## src/design/assert_macros.svh

```systemverilog
// assertion helpers used by the cipher core rtl file
`ifndef ASSERT_MACROS_SVH
`define ASSERT_MACROS_SVH

// property that must hold on every cycle out of reset
`define ASSERT_ALWAYS(label, prop, msg) \
  label: assert property (@(posedge clk) disable iff (rst) (prop)) else $error(msg);

// same-cycle implication
`define ASSERT_IMPL(label, ante, cons, msg) \
  label: assert property (@(posedge clk) disable iff (rst) (ante) |-> (cons)) else $error(msg);

// next-cycle implication
`define ASSERT_NEXT(label, ante, cons, msg) \
  label: assert property (@(posedge clk) disable iff (rst) (ante) |=> (cons)) else $error(msg);

`endif

```

## src/design/fbc_pkg.sv

```systemverilog
package fbc_pkg;

  localparam int WORD_W      = 32;
  localparam int KEY_WORDS   = 8;
  localparam int KEY_IDX_W   = 3;
  localparam int CFG_INDEX_W = 4;
  localparam int CFG_DATA_W  = 32;
  localparam int ROT_LEFT    = 11;
  localparam int SBOX_COUNT  = 8;
  localparam int SCHED_LEN   = 32;
  localparam int SCHED_IDX_W = 5;

  typedef logic [WORD_W-1:0] word_t;
  typedef logic [KEY_WORDS-1:0][WORD_W-1:0] key_bank_t;

  // one request in flight between two round cells
  typedef struct packed {
    logic  valid;
    logic  decrypt;
    word_t left;
    word_t right;
  } stage_t;

  localparam logic [3:0] SBOX [SBOX_COUNT][16] = '{
    '{4'h9, 4'h6, 4'h3, 4'h2, 4'h8, 4'hB, 4'h1, 4'h7,
      4'hA, 4'h4, 4'hE, 4'hF, 4'hC, 4'h0, 4'hD, 4'h5},
    '{4'h3, 4'h7, 4'hE, 4'h9, 4'h8, 4'hA, 4'hF, 4'h0,
      4'h5, 4'h2, 4'h6, 4'hC, 4'hB, 4'h4, 4'hD, 4'h1},
    '{4'hE, 4'h4, 4'h6, 4'h2, 4'hB, 4'h3, 4'hD, 4'h8,
      4'hC, 4'hF, 4'h5, 4'hA, 4'h0, 4'h7, 4'h1, 4'h9},
    '{4'hE, 4'h7, 4'hA, 4'hC, 4'hD, 4'h1, 4'h3, 4'h9,
      4'h0, 4'h2, 4'hB, 4'h4, 4'hF, 4'h8, 4'h5, 4'h6},
    '{4'hB, 4'h5, 4'h1, 4'h9, 4'h8, 4'hD, 4'hF, 4'h0,
      4'hE, 4'h4, 4'h2, 4'h3, 4'hC, 4'h7, 4'hA, 4'h6},
    '{4'h3, 4'hA, 4'hD, 4'hC, 4'h1, 4'h2, 4'h0, 4'hB,
      4'h7, 4'h5, 4'h9, 4'h4, 4'h8, 4'hF, 4'hE, 4'h6},
    '{4'h1, 4'hD, 4'h2, 4'h9, 4'h7, 4'hA, 4'h6, 4'h0,
      4'h8, 4'hC, 4'h4, 4'h5, 4'hF, 4'h3, 4'hB, 4'hE},
    '{4'hB, 4'hA, 4'hF, 4'h5, 4'h0, 4'hC, 4'hE, 4'h8,
      4'h6, 4'h2, 4'h3, 4'h9, 4'h1, 4'h7, 4'hD, 4'h4}
  };

  // key word used by each encryption round
  localparam logic [KEY_IDX_W-1:0] SCHED [SCHED_LEN] = '{
    3'd0, 3'd1, 3'd2, 3'd3, 3'd4, 3'd5, 3'd6, 3'd7,
    3'd0, 3'd1, 3'd2, 3'd3, 3'd4, 3'd5, 3'd6, 3'd7,
    3'd0, 3'd1, 3'd2, 3'd3, 3'd4, 3'd5, 3'd6, 3'd7,
    3'd7, 3'd6, 3'd5, 3'd4, 3'd3, 3'd2, 3'd1, 3'd0
  };

  function automatic logic [KEY_IDX_W-1:0] key_sel(input int pos);
    return SCHED[pos[SCHED_IDX_W-1:0]];
  endfunction

  // key add, s-box layer, rotate left
  function automatic word_t round_mix(input word_t half, input word_t kw);
    word_t sum;
    word_t sub;
    sum = half + kw;
    for (int n = 0; n < SBOX_COUNT; n++) begin
      sub[4*n +: 4] = SBOX[n][sum[4*n +: 4]];
    end
    return {sub[WORD_W-ROT_LEFT-1:0], sub[WORD_W-1:WORD_W-ROT_LEFT]};
  endfunction

endpackage

```

## src/design/fbc_round_cell.sv

```systemverilog
module fbc_round_cell #(
  parameter logic [fbc_pkg::KEY_IDX_W-1:0] ENC_KEY = 3'd0,
  parameter logic [fbc_pkg::KEY_IDX_W-1:0] DEC_KEY = 3'd0,
  parameter bit                            SWAP    = 1'b1
) (
  input  logic               clk,
  input  logic               rst,
  input  logic               adv,
  input  fbc_pkg::key_bank_t keys,
  input  fbc_pkg::stage_t    up,
  output fbc_pkg::stage_t    down
);

  fbc_pkg::word_t kw;
  fbc_pkg::word_t mixed;

  assign kw    = up.decrypt ? keys[DEC_KEY] : keys[ENC_KEY];
  assign mixed = up.left ^ fbc_pkg::round_mix(up.right, kw);

  always_ff @(posedge clk) begin
    if (rst) begin
      down.valid <= 1'b0;
    end else if (adv) begin
      down.valid <= up.valid;
    end
    if (adv) begin
      down.decrypt <= up.decrypt;
      // halves swap after every round but the last
      if (SWAP) begin
        down.left  <= up.right;
        down.right <= mixed;
      end else begin
        down.left  <= mixed;
        down.right <= up.right;
      end
    end
  end

endmodule
```

## config.mk

```make
export PLATFORM = sky130hd
export DESIGN_NAME = fbc_round_cell
export DESIGN_NICKNAME = d
export VERILOG_FILES = /design/src/design/assert_macros.svh /design/src/design/fbc_pkg.sv /design/src/design/fbc_round_cell.sv
export SDC_FILE = /design/constraint.sdc
export NUM_CORES = 1
export LEC_CHECK = 0
export BUFFER_PORTS_ARGS = -buffer_cell sky130_fd_sc_hd__buf_2
export CORE_AREA = 5 5 147 149
export DETAILED_ROUTE_END_ITERATION = 8
export DIE_AREA = 0 0 152 154
export PLACE_DENSITY = 0.56
export SLEW_MARGIN = 0
export SYNTH_ARGS = -nofsm -noshare
export SYNTH_HDL_FRONTEND = slang
export SYNTH_SLANG_ARGS = --single-unit
```

## constraint.sdc

```tcl
create_clock -name clk -period 4 [get_ports clk]
set_input_delay 0.2 -clock clk [delete_from_list [all_inputs] [get_ports clk]]
set_output_delay 0.2 -clock clk [all_outputs]
set_load 0.005 [all_outputs]
```

After elaboration in Yosys (flattened, before gate mapping)

Memories as Yosys holds them, arrays and structs flattened.
Index checks and enable logic that the tools add are counted.

Memories: 8
Output and inout port bits: 66
ROM bits: 512
Bits of input ports: 325
Logic and storage cells: 46
Register bits: 66

Memories:

| name             | depth | bits a word | rd ports | clocked after Yosys merged registers in | write ports | line          | RTL |
|---|---|---|---|---|---|---|---|
| (name not given) | 16    | 4           | 1        | 0                                       | 0           | fbc_pkg.sv:61 | `sub[4*n +: 4] = SBOX[n][sum[4*n +: 4]];` |
| (name not given) | 16    | 4           | 1        | 0                                       | 0           | fbc_pkg.sv:61 |  |
| (name not given) | 16    | 4           | 1        | 0                                       | 0           | fbc_pkg.sv:61 |  |
| (name not given) | 16    | 4           | 1        | 0                                       | 0           | fbc_pkg.sv:61 |  |
| (name not given) | 16    | 4           | 1        | 0                                       | 0           | fbc_pkg.sv:61 |  |
| (name not given) | 16    | 4           | 1        | 0                                       | 0           | fbc_pkg.sv:61 |  |
| +2 memories      | --    | --          | --       | --                                      | --          | --            |  |

Bitwise operators: 9
$lt $le $gt $ge: 8
Muxes and demuxes: 16
$add $sub $neg: 1

Operators with widths:

| kind               | count |
|---|---|
| $mux 4             | 16 |
| $ge 5x5->1 const B | 8 |
| $not 4->5          | 8 |
| $add 32x32->32     | 1 |
| $xor 32x32->32     | 1 |

Logic depth before layout (Yosys ltp)

Gate-level depths: netlist (run 1).

Word-level depth: 6
Depth in mapped cells: 15
Depth with buffers taken out: 15

Least setup slack after synthesis (run 1)

Ideal clock, no wire load.

Path type: input to register
From: input keys[0] (netlist name)
To: register down[5] (netlist name), data pin
Arrival: 3.312 ns
Slack: 0.431 ns
Setup time: 0.257 ns
Buffers on the path: 1
Required time: 3.743 ns
Cell stages on the path: 15
Cells stage by stage: ha_1 > inv_1 > fa_1 > nand2b_1 > a21o_1 > a21oi_1 > o31a_1 > mux2i_1 > and3_1 > clkbuf_1 > inv_1 > ha_1 > or2_2 > mux4_2 > xor2_1

Cells in the longest elaborated chain, start to end: 6

RTL lines:

| what                                      | line                 | RTL |
|---|---|---|
| start, declared                           | fbc_round_cell.sv:9  | `input fbc_pkg::key_bank_t keys,` |
| $add 32x32->32                            | fbc_pkg.sv:59        | `sum = half + kw;` |
| $not 4->5 (not written as such)           | fbc_pkg.sv:61        |  |
| $mem_v2 16x4                              | --                   |  |
| $mux 4 (not written as such) (2 in a row) | fbc_pkg.sv:61        |  |
| $xor 32x32->32                            | fbc_round_cell.sv:18 | `assign mixed = up.left ^ fbc_pkg::round_mix(up.right, kw);` |
| via mixed[5]                              | fbc_round_cell.sv:15 | `fbc_pkg::word_t mixed;` |
| end, declared                             | fbc_round_cell.sv:11 | `output fbc_pkg::stage_t down` |

The timed path passes the listed nets, and every way through them passes these cells. The select of a mux whose other input is x is not followed.
A chain may end at the register's enable or synchronous reset.

Final worst setup path (run 1)

From: input up[0] (netlist name)
To: register down[10] (netlist name), data pin

Cells in the longest elaborated chain, start to end: 6

RTL lines:

| what                                      | line                 | RTL |
|---|---|---|
| start, declared                           | fbc_round_cell.sv:10 | `input fbc_pkg::stage_t up,` |
| $add 32x32->32                            | fbc_pkg.sv:59        |  |
| $not 4->5 (not written as such)           | fbc_pkg.sv:61        |  |
| $mem_v2 16x4                              | --                   |  |
| $mux 4 (not written as such) (2 in a row) | fbc_pkg.sv:61        |  |
| $xor 32x32->32                            | fbc_round_cell.sv:18 |  |
| via mixed[10]                             | fbc_round_cell.sv:15 |  |

The timed path passes the listed nets, and every way through them passes these cells. The select of a mux whose other input is x is not followed.

==> impl_metrics.yaml, run 1 <==
clocking:
  cts_root_buf: "clkbuf_16"
  clk_pin_slew_ns: 0.06
  ctsHoldBuffers: 1
  cts_tree: "done"
  cts_setup_buffers: 0
  post_cts_resized: 0
  clock_latency_ns: 0.34
  clockBufferDepth: 2
  clock-sinks: 66
  htree_levels: 3
  cts_buffers: 9
die:
  die_h_um: 154
  core.rowCount: 52
  die-area_mm2: 0.02341
  start_util: 0.2737
  die_x_um: 152
  pin_count: 391
  core_mm2: 0.02004
sta:
  holdWs_ns: 0.04840
  hold_violations: 0
  finalCriticalPeriod_ns: 3.438
  slew_headroom: 0.3559
  fin_tns_setup_ns: 0
  finalCritPeriodShare: 0.8596
  slew_violations: 0
  max_freq_mhz: 290.8
  setup_viol: 0
  tightest_slew_ns: 0.9661
  rsz0062_at_grt: "false"
  fin_skew_ns: 0
yosys:
  syn_inst: 518
  synth_area_mm2: 0.005484
  ys.flop_type: "edfxtp_1"
  synth-seq-cells: 66
  ys_types: 66
  mappedNetlistNets: 910
  synth_edf_count: 65
  yosysWarnings: 0
  ys_seq_area_frac: 0.3596
  ys_async_sr_fraction: 0
  syn_avg_cell_area_um2: 10.59
final_layout:
  final_nets: 1087
  mostFrequentLayoutCells: "166 x buf_2, 66 x ha_1, 65 x edfxtp_1"
  drive_gt1_frac: 0.3129
  layoutNonFillerInstCount: 975
  regArea_mm2: 0.001972
  largest_reg_flops: 66
  area_growth_pct: 27.77
  largest-register: "down"
  final_common_cell: "buf_2"
  fillers: 2095
  top_regs: "down: 66 flops"
  multiInputGateArea_mm2: 0.003334
worst_setup_path:
  worst_setup_path_start_kind: "input pin"
  required_ns: 4.10
  crit_path_end_kind: "flip-flop"
  crit_type: "input pin to flip-flop"
  path_max_fanout: 5
  arrival_ns: 3.54
  ff2ff_setup_slack_ns: 3.40
routing:
  firstDrtPassIters: 4
  drt-initial-drc-count: 249
  wl_um: 16840
  ant_nets: 0
  via_count: 4578
  vias_per_cell: 4.695
  drc: 0
  wire_per_inst_um: 17.27
hold_path:
  hp-class: "input pin to flip-flop"
grt:
  overflow: 0
  grt_max_degree: 40
  antenna_found_initial: 16
  grt_pass1_wl_um: 25740
  grt_usage: 0.1419
  grt_pass1_vias: 4588
pwr:
  power_leakage_nw: 3.081
  powerDensity_mw_per_mm2: 437.1
  peakVddDrop_mv: 0.2152
run:
  cap_violations: 0
placed_design:
  dp.cells: 953
  port-buffer-count: 166
  dp_hpwl_um: 14030
  gp_congestion: 0.8277
outcome:
  status: "finished clean"
[metal layers]
metal,wire length [µm],GRT usage,vias up
met5,127,0,-
met4,424,0.05608,22
li1,-,-,2277
met2,6810,0.1954,135
met3,1383,0.06183,41
met1,8089,0.1941,2103
[final cells by class]
class | count | share of cell area
Multi-Input combinational cell | 407 | 0.4759
Sequential cell | 66 | 0.2814
Timing Repair Buffer | 176 | 0.1296
Tap cell | 270 | 0.04821
Clock buffer | 10 | 0.03268
Inverter | 35 | 0.01875
Clock inverter | 6 | 0.01161
Antenna cell | 5 | 0.001786
[power breakdown]
part	total (mW)	switching, mW	internal [mW]
clock	0.848	0.307	0.541
combinational	1.24	0.663	0.580
sequential	0.972	0.0311	0.940
[metrics by stage]
step / util / setup WS, ns / total power [mW] / area [µm²]
after floorplan: - / 0.4308 / 1.829 / 5484
after global placement: 0.3330 / 0.2264 / 2.218 / 6674
after detailed placement: 0.3330 / 0.1899 / 2.242 / 6674
after CTS: 0.3490 / 0.5468 / 3.111 / 6994
after global routing: 0.3497 / 0.2402 / 3.295 / 7007
final: 0.3497 / 0.5615 / 3.063 / 7007
[synth_stat cells (all sizes together), types with 2 or more instances]
master,number,area (µm²)
or2,4,25.02
xor2,23,216.5
o21a,3,22.52
clkbuf,3,11.26
o211a,2,20.02
edfxtp,65,1952
nand2,30,112.6
a21oi,40,207.7
mux2i,21,210.2
o21ai,22,113.9
nor2b,4,25.02
nand4,3,18.77
inv,35,131.4
a31oi,3,18.77
nand3,9,45.04
o21bai,4,30.03
a221o,2,20.02
o311ai,2,17.52
xnor2,42,390.4
buf,7,35.03
o211ai,8,65.06
a21o,8,60.06
and4,2,17.52
nor3,7,35.03
o221ai,2,17.52
a211oi,10,85.08
and2,4,25.02
nand2b,4,25.02
o22ai,2,12.51
o31ai,4,48.79
or3,2,12.51
ha,66,825.8
mux4,10,225.2
mux2,2,22.52
and3,7,43.79
a32oi,2,17.52
nor2,35,131.4
[final timing paths]
path / endpoint / startpoint / cells past startpoint
max: down[10] / up[0] / 16
max reg2reg: down[65] / down[65] / 2
min: down[59] / up[27] / 1
min reg2reg: down[65] / down[65] / 2
[cells by family (layout without fill, tap and decap cells)]
family | Yosys count | count (layout) | share of synthesized area
other | 0 | 5 | 0
buffers and inverters | 45 | 227 | 0.03240
and+or+nand+nor | 115 | 115 | 0.09970
DFF | 66 | 66 | 0.3596
xor gates and xnor gates | 65 | 65 | 0.1107
AOI/OAI and AO/OA | 127 | 127 | 0.1599
muxes | 33 | 33 | 0.08350
adders and majority gates | 67 | 67 | 0.1542
[worst max-delay path, stage by stage]
cell and delay, ns:
buf_2 0.10, ha_1 0.22, inv_1 0.07, fa_1 0.42
nand2b_1 0.18, a21o_1 0.21, a21oi_1 0.17, buf_4 0.16
o211ai_1 0.12, and4_1 0.24, nor3b_1 0.25, or2_1 0.25
inv_1 0.11, ha_1 0.21, mux4_2 0.49, xnor2_1 0.13
No activity file was read; power rests on OpenSTA's default activity.
==> run 2, diff against run 1 <==
Settings changed: ABC_AREA from default to 1, CORE_AREA 5 5 147 149 to 5 5 149 151, DIE_AREA 0 0 152 154 to 0 0 154 156, PLACE_DENSITY 0.56 to 0.58, REMOVE_ABC_BUFFERS from default to 1.
Clock period 4 ns to 3.5 ns, I/O delays scaled along.
==> run 2 against run 1 <==
  * Cell area rose by 11%
  * Sequential power rose by 9%
  * Count of clock-buffer cells in the layout rose by 3
  * Clock power rose by 5.4%
  * Sequential cell count did not move
  * Core utilization rose by 2.6 points
  * Die area rose by 2.6%
  * Cell count rose by 42%
  * Critical path type unchanged
  * Largest cell class unchanged
==> impl_metrics.yaml, run 2 <==
outcome:
  status: "finished clean"
die:
  die_x_um: 154
  start_util: 0.3037
  die-area_mm2: 0.02402
  core.rowCount: 53
  core_mm2: 0.02069
  die_h_um: 156
  pin_count: 391
yosys:
  synth_xor_area_frac: 0.04839
  syn_inst: 923
  synthMuxAreaShare: 0.001593
  yosysWarnings: 0
  synth_area_leader_cell: "edfxtp_1"
  syn_avg_cell_area_um2: 6.808
  synth_area_mm2: 0.006284
  synth-seq-cells: 66
  synth_common_cells: "390 x nand2_1, 147 x inv_1, 72 x nand3_1, 66 x ha_1, 65 x edfxtp_1"
  synth_compound_area_frac: 0.05058
  synthSimpleGateAreaFrac: 0.3606
  synthAdderAreaFrac: 0.1346
  synth_edf_count: 65
  synth.most_common_cell: "nand2_1"
  ys_types: 33
  ys_seq_area_frac: 0.3138
  synth_top_area_share: 0.3106
  yosys-top-cells-area: "edfxtp_1 31%, nand2_1 23%, ha_1 13%, inv_1 8.8%, nand3_1 5.7%"
  synth_top_family_by_area: "simple AND/OR/NAND/NOR gates"
  ys.flop_type: "edfxtp_1"
  ys_async_sr_fraction: 0
worst_setup_path:
  cpMostUsedCell: "nand2_1"
  crit_path_end_kind: "flip-flop"
  cpLargestDelayFamily: "simple AND/OR/NAND/NOR gates"
  cp_slowest_stage_delay_ns: 0.41
  cpMaxStageDelayCell: "fa_1"
  arrival_ns: 2.81
  crit_type: "input pin to flip-flop"
  path_max_fanout: 5
  critical_path.cell_chain: "buf_2, ha_1, inv_1, fa_1, inv_1, nand3_1, nand2_1, nand2_1, nand2_2, nand2_1, nand2_2, xnor2_1, ha_1, or2_2, nand3_1, nand2_1, nand2_1, nand2_1"
  required_ns: 3.60
  worst_setup_path_start_kind: "input pin"
  crit_buf_inv: 3
final_layout:
  regArea_mm2: 0.001972
  final_nets: 1493
  largest_reg_flops: 66
  top_regs: "down: 66 flops"
  multiInputGateArea_mm2: 0.003744
  mostFrequentLayoutCells: "390 x nand2_1, 166 x buf_2, 147 x inv_1"
  area_growth_pct: 23.72
  fillers: 2272
  largest-register: "down"
  final_common_cell: "nand2_1"
  drive_gt1_frac: 0.1781
clocking:
  clock_latency_ns: 0.35
  cts_root_buf: "clkbuf_16"
  cts_tree: "done"
  post_cts_resized: 0
  cts_buffers: 9
  clockBufferDepth: 2
  clock-sinks: 66
  clk_pin_slew_ns: 0.06
  htree_levels: 3
  cts_setup_buffers: 0
routing:
  drt-initial-drc-count: 301
  vias_per_cell: 4.438
  firstDrtPassIters: 5
  ant_nets: 0
  wl_um: 19730
  drc: 0
  wire_per_inst_um: 14.25
  via_count: 6147
pwr:
  p_clk_frac: 0.270
  p_seq_frac: 0.320
  p_sw_mw: 1.219
  powerDensity_mw_per_mm2: 425.9
  power_leakage_nw: 4.304
  p_comb_frac: 0.410
  p_total_mw: 3.311
  intPower_mw: 2.091
  swShare: 0.3683
  peakVddDrop_mv: 0.2510
sta:
  fin_tns_setup_ns: 0
  slew_headroom: 0.6312
  max_freq_mhz: 368.6
  slew_violations: 0
  finalCritPeriodShare: 0.7751
  hold_violations: 0
  fin_skew_ns: 0
  setup_viol: 0
  rsz0062_at_grt: "false"
  finalCriticalPeriod_ns: 2.713
  tightest_slew_ns: 0.5532
placed_design:
  dp_hpwl_um: 16910
  gp_congestion: 0.8814
  port-buffer-count: 166
grt:
  antenna_found_initial: 11
  overflow: 0
  grt_pass1_vias: 5804
  grt_pass1_wl_um: 30530
  grt_max_degree: 29
  grt_usage: 0.1634
run:
  cap_violations: 0
hold_path:
  hp-class: "input pin to flip-flop"
==> run 2: power by group through the flow <==
stage          Clock (mW)  Combinational [mW]  Sequential [mW]
2_1_floorplan           0               0.904             1.09
3_3_place_gp            0                1.34             1.08
3_5_place_dp            0                1.36             1.08
4_1_cts             0.923                1.36             1.06
5_1_grt             0.950                1.57             1.07
6_report            0.894                1.36             1.06
==> run 2: metal layers <==
| layer | part of all wire | GRT usage |
|---|---|---|
| met2 | 0.39 | 0.2280 |
| met1 | 0.51 | 0.2371 |
| met4 | 0.011 | 0.04794 |
| met5 | 0.0046 | 0 |
| met3 | 0.080 | 0.05659 |
==> run 2: final cells by class <==
cell class | instances | share of cell area
Sequential cell | 66 | 0.2537
Clock inverter | 3 | 0.005150
Timing Repair Buffer | 169 | 0.1117
Multi-Input combinational cell | 707 | 0.4816
Clock buffer | 13 | 0.03090
Inverter | 148 | 0.07146
Tap cell | 275 | 0.04426
Antenna cell | 4 | 0.001288
==> run 2: cell families after synthesis <==
| group | Yosys count |
|---|---|
| AOI/OAI and AO/OA | 57 |
| buffers and inverters | 150 |
| muxes | 1 |
| xor gates and xnor gates | 33 |
| DFF | 66 |
| and+or+nand+nor | 549 |
| adders and majority gates | 67 |
==> run 2: per-stage QoR <==
step | std cells | utilization | worst slack [ns] | instance area (µm²) | hold slack, ns
2_1_floorplan | 921 | - | 0.9388 | 6271 | 0.2474
4_1_cts | 1381 | 0.3752 | 0.8048 | 7764 | 0.0002086
5_1_grt | 1384 | 0.3756 | 0.5518 | 7771 | 0.007593
3_5_place_dp | 1364 | 0.3612 | 0.4293 | 7473 | 0.3348
3_3_place_gp | 1364 | 0.3612 | 0.4319 | 7473 | 0.3335
6_report | 1385 | 0.3757 | 0.7872 | 7774 | 0.02018
==> run 2: worst reg2reg max path, stage by stage (launching register included) <==
cell and delay (ns):
dfxtp_1 0.43, mux2i_1 0.11, nor2_1 0.08
==> run 2: path summary, 6_finish.rpt <==
kind | depth (start not counted) | endpoint | from | slack [ns]
max reg2reg | 2 | down[65] | down[65] | 2.82
max | 18 | down[24] | up[0] | 0.79
min | 1 | down[53] | up[21] | 0.02
min reg2reg | 2 | down[65] | down[65] | 0.61
==> run 2: what timing repair did <==
item                                    in CTS  in global routing
endpoints found under the setup margin       0                  0
hold buffers                                 1                  0
endpoints found under the hold margin        1                  0
==> run 3, diff against run 2 <==
Settings changed: CORE_AREA 5 5 149 151 to 5 5 148 150, DIE_AREA 0 0 154 156 to 0 0 153 155, PLACE_DENSITY 0.58 to 0.61.
Clock period 3.5 ns to 2.2 ns, I/O delays scaled along.
==> run 3 against run 2 <==
  * Core utilization increased by 9.7 points
  * Hold slack improved by 0.010 ns
  * Sequential share of layout area decreased by 5.1 points
  * Critical path depth up 1
  * Power rose by 85%
  * Highest routed layer unchanged
  * Setup slack worse by 0.71 ns
  * Critical path type unchanged
  * First-iteration DRC count up 26%
  * Cell area up 25%
  * Cell count grew 12%
  * Critical endpoint is now down[29]
  * Non-clock buffer count increased by 164
  * Count of clock-buffer cells in the layout is 2 lower
==> impl_metrics.yaml, run 3 (synthesized netlist as in run 2, its figures left out) <==
placed_design:
  dp_hpwl_um: 17460
  port-buffer-count: 166
  gp_congestion: 0.9274
final_layout:
  area_growth_pct: 54.76
  fillers: 2082
  drive_gt1_frac: 0.3661
  final_common_cell: "nand2_1"
  largest_reg_flops: 66
  mostFrequentLayoutCells: "344 x nand2_1, 164 x buf_2, 150 x buf_4"
  final_nets: 1657
  largest-register: "down"
  top_regs: "down: 66 flops"
sta:
  tightest_slew_ns: 0.4009
  slew_headroom: 0.7327
  finalCritPeriodShare: 0.9637
  fin_tns_setup_ns: 0
  finalCriticalPeriod_ns: 2.120
  setup_viol: 0
  slew_violations: 0
  rsz0062_at_grt: "true"
  fin_skew_ns: 0
  max_freq_mhz: 471.7
  holdWs_ns: 0.03065
  hold_violations: 0
clocking:
  cts_root_buf: "clkbuf_16"
  htree_levels: 3
  clk_pin_slew_ns: 0.05
  clock-sinks: 66
  clockBufferDepth: 2
  cts_tree: "done"
  cts_buffers: 9
  clock_latency_ns: 0.35
pwr:
  intPower_mw: 3.950
  p_sw_mw: 2.162
  p_comb_frac: 0.471
  p_seq_frac: 0.275
  power_leakage_nw: 5.170
  p_clk_frac: 0.254
  peakVddDrop_mv: 0.4249
  swShare: 0.3537
  powerDensity_mw_per_mm2: 628.6
grt:
  overflow: 0
  grt_usage: 0.1717
  antenna_found_initial: 15
  grt_pass1_vias: 6388
  grt_max_degree: 67
  grt_pass1_wl_um: 31970
die:
  die_h_um: 155
  core.rowCount: 53
  core_mm2: 0.02056
  start_util: 0.3057
  die-area_mm2: 0.02372
  pin_count: 391
  die_x_um: 153
worst_setup_path:
  r2r-start: "down[65]"
  crit_path_end_kind: "flip-flop"
  startpoint: "up[0]"
  required_ns: 2.30
  path_max_fanout: 4
  r2r_end: "down[65]"
  worst_setup_path_start_kind: "input pin"
  ff2ff_setup_slack_ns: 1.02
  arrival_ns: 2.22
  crit_type: "input pin to flip-flop"
  r2r_cells: 3
routing:
  vias_per_cell: 4.410
  drc: 0
  firstDrtPassIters: 5
  drt-initial-drc-count: 379
  ant_nets: 0
  via_count: 6827
  wire_per_inst_um: 13.74
  wl_um: 21270
outcome:
  status: "finished clean"
run:
  cap_violations: 0
hold_path:
  worstHoldEndpoint: "down[64]"
  hp-class: "input pin to flip-flop"
  hold_path_depth: 1
  hold_path_startpoint: "up[64]"
run 3: worst max-delay path by stage:
stage	cells after the start	to	slack [ns]
floorplan	17	down[24]	-0.30
global placement	18	down[24]	-0.39
detailed placement	23	down[0]	-0.46
CTS	16	down[15]	-0.001
global route	18	down[29]	-0.06
finish	19	down[29]	0.08
run 3: repair_timing:
item | 4_1_cts | 5_1_grt
endpoints found under the hold margin | 15 | 0
hold buffers | 16 | 0
gates resized for setup | 12 | 127
setup buffers | 1 | 4
endpoints found under the setup margin | 17 | 27
pin swaps | 4 | 38
run 3: power by group through the flow:
stage | clock [mW] | sequential, mW | combinational (mW)
floorplan | 0 | 1.74 | 1.44
global placement | 0 | 1.71 | 2.53
detailed placement | 0 | 1.71 | 2.57
CTS | 1.59 | 1.69 | 2.63
global route | 1.66 | 1.70 | 3.25
finish | 1.55 | 1.68 | 2.88
run 3: final cells by class:
class                   instances  area (µm²)  area share
multi-input cells             707        4384      0.4508
repair buffers                333        2150      0.2210
flip-flops and latches         66        1972      0.2028
inverters                     148       555.5     0.05713
well taps                     275       344.1     0.03538
clock buffers                  11       232.7     0.02393
clock inverters                 5       78.83    0.008106
diodes                          3       7.507   0.0007720
run 3: per-layer routing:
metal / GRT usage / part of all wire / up-vias
met5: 0 / 0.0067 / -
met4: 0.05049 / 0.018 / 22
met3: 0.06982 / 0.093 / 49
met2: 0.2426 / 0.40 / 188
met1: 0.2404 / 0.48 / 2977
li1: - / - / 3591
run 3: stage by stage:
step | instances | cell area (µm²) | power [mW] | worst slack (ns) | utilization
2_1_floorplan | 921 | 6271 | 3.177 | -0.2962 | -
3_3_place_gp | 1508 | 8554 | 4.240 | -0.3851 | 0.4161
3_5_place_dp | 1508 | 8554 | 4.284 | -0.4580 | 0.4161
4_1_cts | 1541 | 9084 | 5.907 | -0.001188 | 0.4419
5_1_grt | 1547 | 9722 | 6.604 | -0.06144 | 0.4729
6_report | 1548 | 9724 | 6.112 | 0.07982 | 0.4730
run 3: worst max-delay path, cell delays in order:
cell and delay (ns):
buf_4 0.10, ha_4 0.13, inv_2 0.04, fa_2 0.36, inv_2 0.07, nand3_2 0.06, nand2_2 0.08, nand2_2 0.07
nand2_4 0.09, nand3_2 0.09, nand2_4 0.14, xnor2_1 0.19, ha_4 0.25, nand2_1 0.09, o21ai_0 0.10, nand2_1 0.10
nand2_1 0.05, nand2_1 0.05, nand2_1 0.04
